### config.mk
export PLATFORM = sky130hd
export DESIGN_NAME = midi_clock_to_din_sync
export DESIGN_NICKNAME = d
export VERILOG_FILES = /design/src/hw/rtl/mdsync_pkg.sv /design/src/hw/rtl/mdsync_cfg.sv /design/src/hw/rtl/mdsync_core.sv /design/src/hw/rtl/mdsync_outq.sv /design/src/hw/rtl/midi_clock_to_din_sync.sv
export SDC_FILE = /design/constraint.sdc
export NUM_CORES = 1
export LEC_CHECK = 0
export BUFFER_PORTS_ARGS = -buffer_cell sky130_fd_sc_hd__buf_2
export CAP_MARGIN = 20
export CORE_ASPECT_RATIO = 0.6
export CORE_MARGIN = 1.5
export CORE_UTILIZATION = 55
export CTS_CLUSTER_SIZE = 16
export DETAILED_ROUTE_END_ITERATION = 10
export PLACE_DENSITY_LB_ADDON = 0.1
export REMOVE_ABC_BUFFERS = 1
export SYNTH_ARGS = -nofsm -noshare
export SYNTH_HDL_FRONTEND = slang
export SYNTH_SLANG_ARGS = --single-unit
### constraint.sdc
create_clock -name clk -period 4.5 [get_ports clk]
set_input_delay 0.9 -clock clk [delete_from_list [all_inputs] [get_ports clk]]
set_output_delay 0.9 -clock clk [all_outputs]
set_load 0.01 [all_outputs]
### src/hw/rtl/mdsync_pkg.sv
`default_nettype none

package mdsync_pkg;

  // Input transaction kinds
  localparam logic [1:0] FUNC_US   = 2'd0;
  localparam logic [1:0] FUNC_MS   = 2'd1;
  localparam logic [1:0] FUNC_MIDI = 2'd2;

  // MIDI real-time bytes
  localparam logic [7:0] MIDI_CLOCK    = 8'hF8;
  localparam logic [7:0] MIDI_START    = 8'hFA;
  localparam logic [7:0] MIDI_CONTINUE = 8'hFB;
  localparam logic [7:0] MIDI_STOP     = 8'hFC;

  // Configuration port
  localparam int CFG_INDEX_BITS = 3;
  localparam int CFG_DATA_BITS  = 16;

  localparam logic [CFG_INDEX_BITS-1:0] CFG_DEFAULT_PULSE_US   = 3'd0;
  localparam logic [CFG_INDEX_BITS-1:0] CFG_INTERNAL_PERIOD_MS = 3'd1;
  localparam logic [CFG_INDEX_BITS-1:0] CFG_DEBOUNCE_MS        = 3'd2;
  localparam logic [CFG_INDEX_BITS-1:0] CFG_LONG_PRESS_MS      = 3'd3;
  localparam logic [CFG_INDEX_BITS-1:0] CFG_BEAT_LED_MS        = 3'd4;
  localparam logic [CFG_INDEX_BITS-1:0] CFG_MIDI_LED_MS        = 3'd5;
  localparam logic [CFG_INDEX_BITS-1:0] CFG_PULSES_PER_BEAT    = 3'd6;
  localparam logic [CFG_INDEX_BITS-1:0] CFG_MODE_BLINK_MS      = 3'd7;

  // Register reset values
  localparam logic [15:0] RST_DEFAULT_PULSE_US   = 16'd5000;
  localparam logic [7:0]  RST_INTERNAL_PERIOD_MS = 8'd21;
  localparam logic [7:0]  RST_DEBOUNCE_MS        = 8'd50;
  localparam logic [11:0] RST_LONG_PRESS_MS      = 12'd2000;
  localparam logic [7:0]  RST_BEAT_LED_MS        = 8'd30;
  localparam logic [7:0]  RST_MIDI_LED_MS        = 8'd1;
  localparam logic [7:0]  RST_PULSES_PER_BEAT    = 8'd24;
  localparam logic [9:0]  RST_MODE_BLINK_MS      = 10'd500;

  typedef struct packed {
    logic [15:0] default_pulse_us;
    logic [7:0]  internal_period_ms;
    logic [7:0]  debounce_ms;
    logic [11:0] long_press_ms;
    logic [7:0]  beat_led_ms;
    logic [7:0]  midi_led_ms;
    logic [7:0]  pulses_per_beat;
    logic [9:0]  mode_blink_ms;
  } cfg_t;

  typedef struct packed {
    logic [1:0] func;
    logic [7:0] rx_byte;
    logic       switch_pressed;
  } in_item_t;

  typedef struct packed {
    logic clock_out;
    logic run_out;
    logic led_activity;
    logic led_beat;
    logic mode_internal;
  } out_item_t;

  // Result handoff from the core to the output queue
  typedef struct packed {
    logic      push;
    out_item_t item;
  } result_t;

endpackage

`default_nettype wire

### src/hw/rtl/mdsync_cfg.sv
`default_nettype none

module mdsync_cfg (
  input  wire logic                                   clk,
  input  wire logic                                   rst,
  input  wire logic                                   cfg_we,
  input  wire logic [mdsync_pkg::CFG_INDEX_BITS-1:0]  cfg_index,
  input  wire logic [mdsync_pkg::CFG_DATA_BITS-1:0]   cfg_data,
  output mdsync_pkg::cfg_t                            cfg
);

  // Load defaults on reset, write one register per enabled cycle
  always_ff @(posedge clk) begin
    if (rst) begin
      cfg.default_pulse_us   <= mdsync_pkg::RST_DEFAULT_PULSE_US;
      cfg.internal_period_ms <= mdsync_pkg::RST_INTERNAL_PERIOD_MS;
      cfg.debounce_ms        <= mdsync_pkg::RST_DEBOUNCE_MS;
      cfg.long_press_ms      <= mdsync_pkg::RST_LONG_PRESS_MS;
      cfg.beat_led_ms        <= mdsync_pkg::RST_BEAT_LED_MS;
      cfg.midi_led_ms        <= mdsync_pkg::RST_MIDI_LED_MS;
      cfg.pulses_per_beat    <= mdsync_pkg::RST_PULSES_PER_BEAT;
      cfg.mode_blink_ms      <= mdsync_pkg::RST_MODE_BLINK_MS;
    end else if (cfg_we) begin
      unique case (cfg_index)
        mdsync_pkg::CFG_DEFAULT_PULSE_US:   cfg.default_pulse_us   <= cfg_data;
        mdsync_pkg::CFG_INTERNAL_PERIOD_MS: cfg.internal_period_ms <= cfg_data[7:0];
        mdsync_pkg::CFG_DEBOUNCE_MS:        cfg.debounce_ms        <= cfg_data[7:0];
        mdsync_pkg::CFG_LONG_PRESS_MS:      cfg.long_press_ms      <= cfg_data[11:0];
        mdsync_pkg::CFG_BEAT_LED_MS:        cfg.beat_led_ms        <= cfg_data[7:0];
        mdsync_pkg::CFG_MIDI_LED_MS:        cfg.midi_led_ms        <= cfg_data[7:0];
        mdsync_pkg::CFG_PULSES_PER_BEAT:    cfg.pulses_per_beat    <= cfg_data[7:0];
        mdsync_pkg::CFG_MODE_BLINK_MS:      cfg.mode_blink_ms      <= cfg_data[9:0];
        default: ;
      endcase
    end
  end

endmodule

`default_nettype wire

### src/hw/rtl/mdsync_core.sv
`default_nettype none

module mdsync_core #(
  parameter int TIMER_BITS = 16,
  parameter int HOLD_BITS  = 12
) (
  input  wire logic                 clk,
  input  wire logic                 rst,
  input  wire mdsync_pkg::cfg_t     cfg,
  input  wire logic                 accept,
  input  wire mdsync_pkg::in_item_t item,
  output mdsync_pkg::result_t       result
);

  localparam int LP_BITS = 12;
  localparam int HW = (HOLD_BITS > LP_BITS) ? HOLD_BITS : LP_BITS;
  localparam logic [HOLD_BITS-1:0] HOLD_MAX = '1;

  logic                  internal_mode, internal_mode_next;
  logic                  running, running_next;
  logic                  clock_level, clock_level_next;
  logic [TIMER_BITS-1:0] itimer, itimer_next;
  logic                  itimer_on, itimer_on_next;
  logic [TIMER_BITS-1:0] pulse_end, pulse_end_next;
  logic [7:0]            beat_count, beat_count_next;
  logic [7:0]            act_count, act_count_next;
  logic [7:0]            beat_led_count, beat_led_count_next;
  logic [7:0]            itick_count, itick_count_next;
  logic [9:0]            blink_count, blink_count_next;
  logic [7:0]            debounce_count, debounce_count_next;
  logic [HOLD_BITS-1:0]  hold_count, hold_count_next;
  logic                  long_done, long_done_next;
  logic                  was_pressed, was_pressed_next;
  logic                  led_act, led_act_next;
  logic                  led_beat, led_beat_next;

  logic                  do_pulse;
  logic [TIMER_BITS-1:0] pulse_width;
  logic [TIMER_BITS-1:0] end_eff;

  // A stored end of zero compares as one
  assign end_eff = (pulse_end == '0) ? TIMER_BITS'(1) : pulse_end;

  // Single-pass state update for one accepted transaction
  always_comb begin
    internal_mode_next  = internal_mode;
    running_next        = running;
    clock_level_next    = clock_level;
    itimer_next         = itimer;
    itimer_on_next      = itimer_on;
    pulse_end_next      = pulse_end;
    beat_count_next     = beat_count;
    act_count_next      = act_count;
    beat_led_count_next = beat_led_count;
    itick_count_next    = itick_count;
    blink_count_next    = blink_count;
    debounce_count_next = debounce_count;
    hold_count_next     = hold_count;
    long_done_next      = long_done;
    was_pressed_next    = was_pressed;
    led_act_next        = led_act;
    led_beat_next       = led_beat;
    do_pulse            = 1'b0;
    pulse_width         = TIMER_BITS'(cfg.default_pulse_us);

    // Decide whether a clock pulse starts
    if (accept) begin
      unique case (item.func)
        mdsync_pkg::FUNC_MS: begin
          if (internal_mode && running) begin
            itick_count_next = itick_count + 8'd1;
            if (itick_count_next >= cfg.internal_period_ms) begin
              itick_count_next = '0;
              do_pulse         = 1'b1;
            end
          end
        end
        mdsync_pkg::FUNC_MIDI: begin
          if (!internal_mode && item.rx_byte == mdsync_pkg::MIDI_CLOCK) begin
            do_pulse = 1'b1;
            if (itimer_on) pulse_width = itimer >> 1;
            act_count_next = cfg.midi_led_ms;
          end
        end
        default: ;
      endcase
    end

    // Raise the clock line, restart the interval timer and advance the beat count
    if (do_pulse) begin
      pulse_end_next   = (pulse_width == '0) ? TIMER_BITS'(1) : pulse_width;
      clock_level_next = 1'b1;
      itimer_next      = '0;
      itimer_on_next   = 1'b1;
      beat_count_next  = beat_count + 8'd1;
      if (beat_count_next == cfg.pulses_per_beat) begin
        beat_count_next     = '0;
        beat_led_count_next = cfg.beat_led_ms;
      end
    end

    if (accept) begin
      unique case (item.func)
        mdsync_pkg::FUNC_US: begin
          // Advance the interval timer, drop the clock at the pulse end
          if (itimer_on) begin
            itimer_next = itimer + TIMER_BITS'(1);
            if (itimer_next == end_eff) clock_level_next = 1'b0;
            if (itimer_next == '0) itimer_on_next = 1'b0;
          end
        end
        mdsync_pkg::FUNC_MS: begin
          // Advance the mode blink
          if (internal_mode && !running) begin
            blink_count_next = blink_count + 10'd1;
            if (blink_count_next >= cfg.mode_blink_ms) blink_count_next = '0;
          end
          // Update LED levels and count down their timers
          if (!internal_mode)
            led_act_next = act_count_next != '0;
          else
            led_act_next = !running && (blink_count_next < (cfg.mode_blink_ms >> 1));
          led_beat_next = running && (beat_led_count_next != '0);
          if (act_count_next != '0) act_count_next = act_count_next - 8'd1;
          if (beat_led_count_next != '0) beat_led_count_next = beat_led_count_next - 8'd1;
          // Debounce the switch, detect short and long presses
          if (item.switch_pressed) begin
            if (!was_pressed) begin
              was_pressed_next    = 1'b1;
              hold_count_next     = '0;
              long_done_next      = 1'b0;
              debounce_count_next = cfg.debounce_ms;
            end else if (debounce_count != '0) begin
              debounce_count_next = debounce_count - 8'd1;
            end else if (!long_done) begin
              if (hold_count != HOLD_MAX) hold_count_next = hold_count + HOLD_BITS'(1);
              if (HW'(hold_count_next) >= HW'(cfg.long_press_ms)) begin
                internal_mode_next = !internal_mode;
                led_act_next       = 1'b1;
                led_beat_next      = 1'b1;
                itick_count_next   = '0;
                blink_count_next   = '0;
                long_done_next     = 1'b1;
              end
            end
          end else begin
            if (was_pressed && !long_done && (HW'(hold_count) < HW'(cfg.long_press_ms))
                && debounce_count == '0) begin
              running_next     = !running;
              itick_count_next = '0;
              if (running_next) begin
                beat_count_next     = '0;
                beat_led_count_next = cfg.beat_led_ms;
              end
            end
            was_pressed_next = 1'b0;
            hold_count_next  = '0;
            long_done_next   = 1'b0;
          end
        end
        mdsync_pkg::FUNC_MIDI: begin
          // Follow start, continue and stop in external mode
          if (!internal_mode) begin
            if (item.rx_byte == mdsync_pkg::MIDI_START ||
                item.rx_byte == mdsync_pkg::MIDI_CONTINUE) begin
              running_next        = 1'b1;
              beat_count_next     = '0;
              beat_led_count_next = cfg.beat_led_ms;
            end else if (item.rx_byte == mdsync_pkg::MIDI_STOP) begin
              running_next = 1'b0;
            end
          end
        end
        default: ;
      endcase
    end
  end

  // Hold state between transactions
  always_ff @(posedge clk) begin
    if (rst) begin
      internal_mode  <= 1'b0;
      running        <= 1'b0;
      clock_level    <= 1'b0;
      itimer         <= '0;
      itimer_on      <= 1'b1;
      pulse_end      <= '0;
      beat_count     <= '0;
      act_count      <= '0;
      beat_led_count <= '0;
      itick_count    <= '0;
      blink_count    <= '0;
      debounce_count <= '0;
      hold_count     <= '0;
      long_done      <= 1'b0;
      was_pressed    <= 1'b0;
      led_act        <= 1'b0;
      led_beat       <= 1'b0;
    end else begin
      internal_mode  <= internal_mode_next;
      running        <= running_next;
      clock_level    <= clock_level_next;
      itimer         <= itimer_next;
      itimer_on      <= itimer_on_next;
      pulse_end      <= pulse_end_next;
      beat_count     <= beat_count_next;
      act_count      <= act_count_next;
      beat_led_count <= beat_led_count_next;
      itick_count    <= itick_count_next;
      blink_count    <= blink_count_next;
      debounce_count <= debounce_count_next;
      hold_count     <= hold_count_next;
      long_done      <= long_done_next;
      was_pressed    <= was_pressed_next;
      led_act        <= led_act_next;
      led_beat       <= led_beat_next;
    end
  end

  // Hand the levels after this transaction to the output queue
  assign result.push               = accept;
  assign result.item.clock_out     = clock_level_next;
  assign result.item.run_out       = running_next;
  assign result.item.led_activity  = led_act_next;
  assign result.item.led_beat      = led_beat_next;
  assign result.item.mode_internal = internal_mode_next;

  a_clock_rise_src: assert property (@(posedge clk) disable iff (rst)
    $rose(clock_level) |-> $past(accept) && $past(item.func) != mdsync_pkg::FUNC_US)
    else $error("clock line rose without a pulse start");

  a_run_rise_src: assert property (@(posedge clk) disable iff (rst)
    $rose(running) |-> $past(accept) && ($past(item.func) == mdsync_pkg::FUNC_MS ||
                                         $past(item.func) == mdsync_pkg::FUNC_MIDI))
    else $error("run line rose without a start or a short press");

  a_mode_toggle_long: assert property (@(posedge clk) disable iff (rst)
    (internal_mode != $past(internal_mode)) |-> long_done && was_pressed)
    else $error("mode toggled outside a long press");

endmodule

`default_nettype wire

### src/hw/rtl/mdsync_outq.sv
`default_nettype none

module mdsync_outq (
  input  wire logic                clk,
  input  wire logic                rst,
  input  wire mdsync_pkg::result_t result,
  output logic                     full,
  output logic                     out_valid,
  input  wire logic                out_stall,
  output mdsync_pkg::out_item_t    out_item
);

  mdsync_pkg::out_item_t entry [2];
  logic       wr_ptr;
  logic       rd_ptr;
  logic [1:0] count;
  logic       pop;

  assign pop       = out_valid && !out_stall;
  assign out_valid = count != 2'd0;
  assign full      = count == 2'd2;
  assign out_item  = entry[rd_ptr];

  // Store the result of each accepted transaction
  always_ff @(posedge clk) begin
    if (result.push) entry[wr_ptr] <= result.item;
  end

  // Advance pointers and occupancy
  always_ff @(posedge clk) begin
    if (rst) begin
      wr_ptr <= 1'b0;
      rd_ptr <= 1'b0;
      count  <= 2'd0;
    end else begin
      if (result.push) wr_ptr <= !wr_ptr;
      if (pop) rd_ptr <= !rd_ptr;
      unique case ({result.push, pop})
        2'b10:   count <= count + 2'd1;
        2'b01:   count <= count - 2'd1;
        default: count <= count;
      endcase
    end
  end

  a_count_bound: assert property (@(posedge clk) disable iff (rst)
    count != 2'd3)
    else $error("output queue occupancy out of range");

  a_pop_only: assert property (@(posedge clk) disable iff (rst)
    pop && !result.push |=> count == $past(count) - 2'd1)
    else $error("output queue lost track of a pop");

endmodule

`default_nettype wire

### src/hw/rtl/midi_clock_to_din_sync.sv
`default_nettype none
// A result is registered into the output queue when its input transaction is accepted.
// Throughput: one transaction per cycle while in_stall is low; the state update is a single pass.
// A two-entry output queue keeps input flowing while a result waits; in_stall
// rises only when both entries are taken by results that are stalled.
// Reset (rst, synchronous, active high) restores every state bit and register
// default and empties the output queue.

module midi_clock_to_din_sync #(
  parameter int TIMER_BITS = 16,
  parameter int HOLD_BITS  = 12
) (
  input  wire logic                                   clk,
  input  wire logic                                   rst,
  input  wire logic                                   in_valid,
  output logic                                        in_stall,
  input  wire mdsync_pkg::in_item_t                   in_item,
  output logic                                        out_valid,
  input  wire logic                                   out_stall,
  output mdsync_pkg::out_item_t                       out_item,
  input  wire logic                                   cfg_we,
  input  wire logic [mdsync_pkg::CFG_INDEX_BITS-1:0]  cfg_index,
  input  wire logic [mdsync_pkg::CFG_DATA_BITS-1:0]   cfg_data
);

  mdsync_pkg::cfg_t    cfg;
  mdsync_pkg::result_t result;
  logic                accept;
  logic                full;

  assign in_stall = full;
  assign accept   = in_valid && !in_stall;

  mdsync_cfg u_cfg (
    .clk       (clk),
    .rst       (rst),
    .cfg_we    (cfg_we),
    .cfg_index (cfg_index),
    .cfg_data  (cfg_data),
    .cfg       (cfg)
  );

  mdsync_core #(
    .TIMER_BITS (TIMER_BITS),
    .HOLD_BITS  (HOLD_BITS)
  ) u_core (
    .clk    (clk),
    .rst    (rst),
    .cfg    (cfg),
    .accept (accept),
    .item   (in_item),
    .result (result)
  );

  mdsync_outq u_outq (
    .clk       (clk),
    .rst       (rst),
    .result    (result),
    .full      (full),
    .out_valid (out_valid),
    .out_stall (out_stall),
    .out_item  (out_item)
  );

endmodule

`default_nettype wire
==> results.md <==
* Worst hold path type: reg -> reg
* Seq cells post-synth at 195
* Initial antenna violation count at 0
* Post-Place Cell Area at 11660 um2
* Yosys warns at 0
* Starting Density at 56.06%
* Maximum clock path buffer count at 2
* Remaining DRCs at 0
* Antenna Nets Post-Route at 0
* Postcts setup bufs at 0
* Tmin final at 4.232 ns
* CP max stage delay at 0.41 ns
* CP top delay family: compound AO/OA/AOI/OAI gates
* Commonest non-fill, non-tap cells in the layout: 210 x nand2_1, 180 x dfxtp_1, 152 x nor2_1
* Most area-hungry cell type in the Yosys netlist: dfxtp_1
* IO Port Bufs at 41
* Type of origin of the critical path: flip-flop
* Final Core Density at 61.55%
* Area occupied by multi-input gates at 6773 um2
* Area grow syn2layout at 9.791%
* Headroom to the max-slew limit at about a third
* Sequential Area at between 4000 and 5000 um2
* CTS clk-pin slew, worst paths at 0.07 ns
* Fraction of synthesis flops using an asynchronous set or reset pin at 0%
* Vias in the first global route at 8915
* Pins Over Slew Limit at 0
* Post-DP HPWL at 22390 um
* Top-area cell type share of the netlist area at between 30 and 40%
* Share of cells above drive strength 1 at around a tenth
* Die Ht at around 110 um
* Seq/Total Area, Yosys at 35.77%
* Fmax achieved at 236.3 MHz
* Period utilization at a little over nine tenths
* CP most frequent cell: o21ai_1
* Num CTS Buffers at 17
* WL final at just over 30000 um
* Worst Path Buf+Inv at 0
* Synth cell types at 79
* EDFF count, synth at 10
* CTS tree: yes
* Cell count after synthesis at 1392
* PD cells at 328.3 nW/um2
* Fin. Hold Viols at 0
* Max Cap Viol at 0
* Clock sink total at about 200
* Critical Path RT at 4.87 ns
* Vias at 9966
* Final non-filler cell area at ~12000 um2
* Tightest Pin Transition at 1.024 ns
* Total GRT Usage at just under 30%
* I/O pin count at 42
* Total Power at 4.035 mW
* Placer congestion estimate at 0.9378
* Die ar. at 21250 um2
* Fillcell total at 1819
* Routed vias/inst at ~5.9
* Final nets at 1501
* Clock latency on the worst-skew pair at 0.44 ns
* Cell breakdown of the critical path: nand3_1 -> nor2_2 -> and3_4 -> nand3_1 -> xnor2_1 -> ha_1 -> a2111oi_2 -> o21ai_1 -> and2_2 -> o21ai_1 -> ha_1 -> a21oi_1 -> nor2b_1 -> o21ai_0 -> nand2_1 -> a2111o_1 -> a211oi_1 -> o21ai_1 -> a31oi_1 -> nor2b_1
* Critical Path Sink Type: flip-flop
* Leading cell type in the layout, fill and taps excluded: nand2_1
* Lkg Pwr at 4.964 nW
* First-pass GRT wire length at 49220 um
* Site row count at 40
* # H-tree levels at 4
* Status: complete, no violations
* Synth top area cells: dfxtp_1 33%, ha_1 7.3%, nand2_1 7.0%
* Crit path DAT at 4.60 ns
* Total global routing overflow at 0
* Final setup viols at 0
* DR pass1 iterations at 7
* Drt wl/cell at 18.05 um
* Root Driver: clkbuf_16
* Core footprint at approximately 20000 um2
* Hold Worst Slack at 0.4600 ns
* Layout Skew at 0.008333 ns
* Crit-path max FO at 5
* Maximum number of pins on one net before global-route repair at 74
* Ant diodes at 0
* 1st-iter DRT viols at 1030
* Hold Buf Count CTS at 0
* Average size of a mapped cell at 8.042 um2
* Width of the die at 187.2 um
* CP Class: reg -> reg
* Mapped Area at 11190 um2
* Prevailing post-synth register cell: dfxtp_1
* CP max stage cell: a2111o_1
* Peak supply drop at about 0.00029 V
## final timing paths
check,depth (start not counted),endpoint,start,slack (ns)
max,20,u_core.led_act,u_core.blink_count[4],0.27
min,2,u_cfg.cfg[36],u_cfg.cfg[36],0.46
max reg2reg,20,u_core.led_act,u_core.blink_count[4],0.27
min reg2reg,2,u_cfg.cfg[36],u_cfg.cfg[36],0.46
## power breakdown
group          switching [mW]  leakage (nW)  internal [mW]  total, mW
registers              0.0715          1.60           1.82       1.89
clock network           0.710         0.292          0.824       1.53
logic                   0.361          3.07          0.251      0.612
## metrics by stage
| step | worst slack (ns) | instances | TNS [ns] |
|---|---|---|---|
| final | 0.2678 | 1687 | 0 |
| after global routing | -0.02017 | 1687 | -0.02017 |
| after CTS | 0.05177 | 1687 | 0 |
| after detailed placement | -0.02393 | 1655 | -0.02393 |
| after global placement | 0.1258 | 1655 | 0 |
| after floorplan | -0.3287 | 1315 | -2.338 |
## synth_stat cells, types with 4 or more instances
cell type    n
a211o_1     11
a211oi_1    20
a21o_1      13
a21oi_1    100
a22oi_1     20
a31oi_1     21
and2_1       8
and3_1       9
and4_1       4
buf_2        4
clkbuf_1    69
dfxtp_1    185
edfxtp_1    10
ha_1        65
inv_1       42
mux2_2       8
mux2i_1     38
nand2_1    210
nand2b_1    16
nand3_1     55
nand3b_1    29
nand4_1     18
nor2_1     154
nor2b_1     19
nor3_1      21
nor4_1      21
o21a_1       6
o21ai_0     45
o21bai_1     5
or3_1       10
or4_1        4
xnor2_1     44
xor2_1      38
## worst reg2reg max path, stage by stage, from the launching register on
cell       delay [ns]
dfxtp_2          0.39
nand3_1          0.12
nor2_2           0.15
and3_4           0.22
nand3_1          0.10
xnor2_1          0.18
ha_1             0.22
a2111oi_2        0.36
o21ai_1          0.13
and2_2           0.23
o21ai_1          0.19
ha_1             0.27
a21oi_1          0.14
nor2b_1          0.05
o21ai_0          0.14
nand2_1          0.10
a2111o_1         0.41
a211oi_1         0.23
o21ai_1          0.12
a31oi_1          0.25
nor2b_1          0.17
## state kept, by name, indices dropped and copies added, names as in the netlist, 2 cells and up, named ones only
| name | cells |
|---|---|
| u_cfg.cfg | 78 |
| u_core.itimer | 16 |
| u_core.pulse_end | 16 |
| u_core.hold_count | 12 |
| u_core.blink_count | 10 |
| u_outq.entry | 10 |
| u_core.act_count | 8 |
| u_core.beat_count | 8 |
| u_core.beat_led_count | 8 |
| u_core.debounce_count | 8 |
| u_core.itick_count | 8 |
| u_outq.count | 2 |
## final cells by class
cell class / instances / area share [%]
Multi-Input combinational cell: 1077 / 55.11
Inverter: 43 / 1.313
Timing Repair Buffer: 67 / 3.380
Clock inverter: 11 / 0.9671
Sequential cell: 195 / 32.63
Tap cell: 273 / 2.779
Clock buffer: 21 / 3.828
## cells by family after synthesis
logic type / synth area share [%]
fa+ha+maj: 7.265
flops: 35.77
xor+xnor: 6.416
compound gates: 16.55
buf+inv: 4.147
simple gates: 25.53
mux: 4.325
## routing by layer
metal	vias up	track usage (%)	wire length, um
li1	4918	-	-
met1	4651	47.36	16050
met2	383	38.61	11530
met3	14	6.923	2724
met4	0	4.785	140
met5	-	0	0
## timing repair
item                       4_1_cts  5_1_grt
setup endpoints to repair        3       14
pin swaps                        0        1
gates cloned                     0        0
gates resized for setup          2       19
No activity file was read; power rests on OpenSTA's default activity.
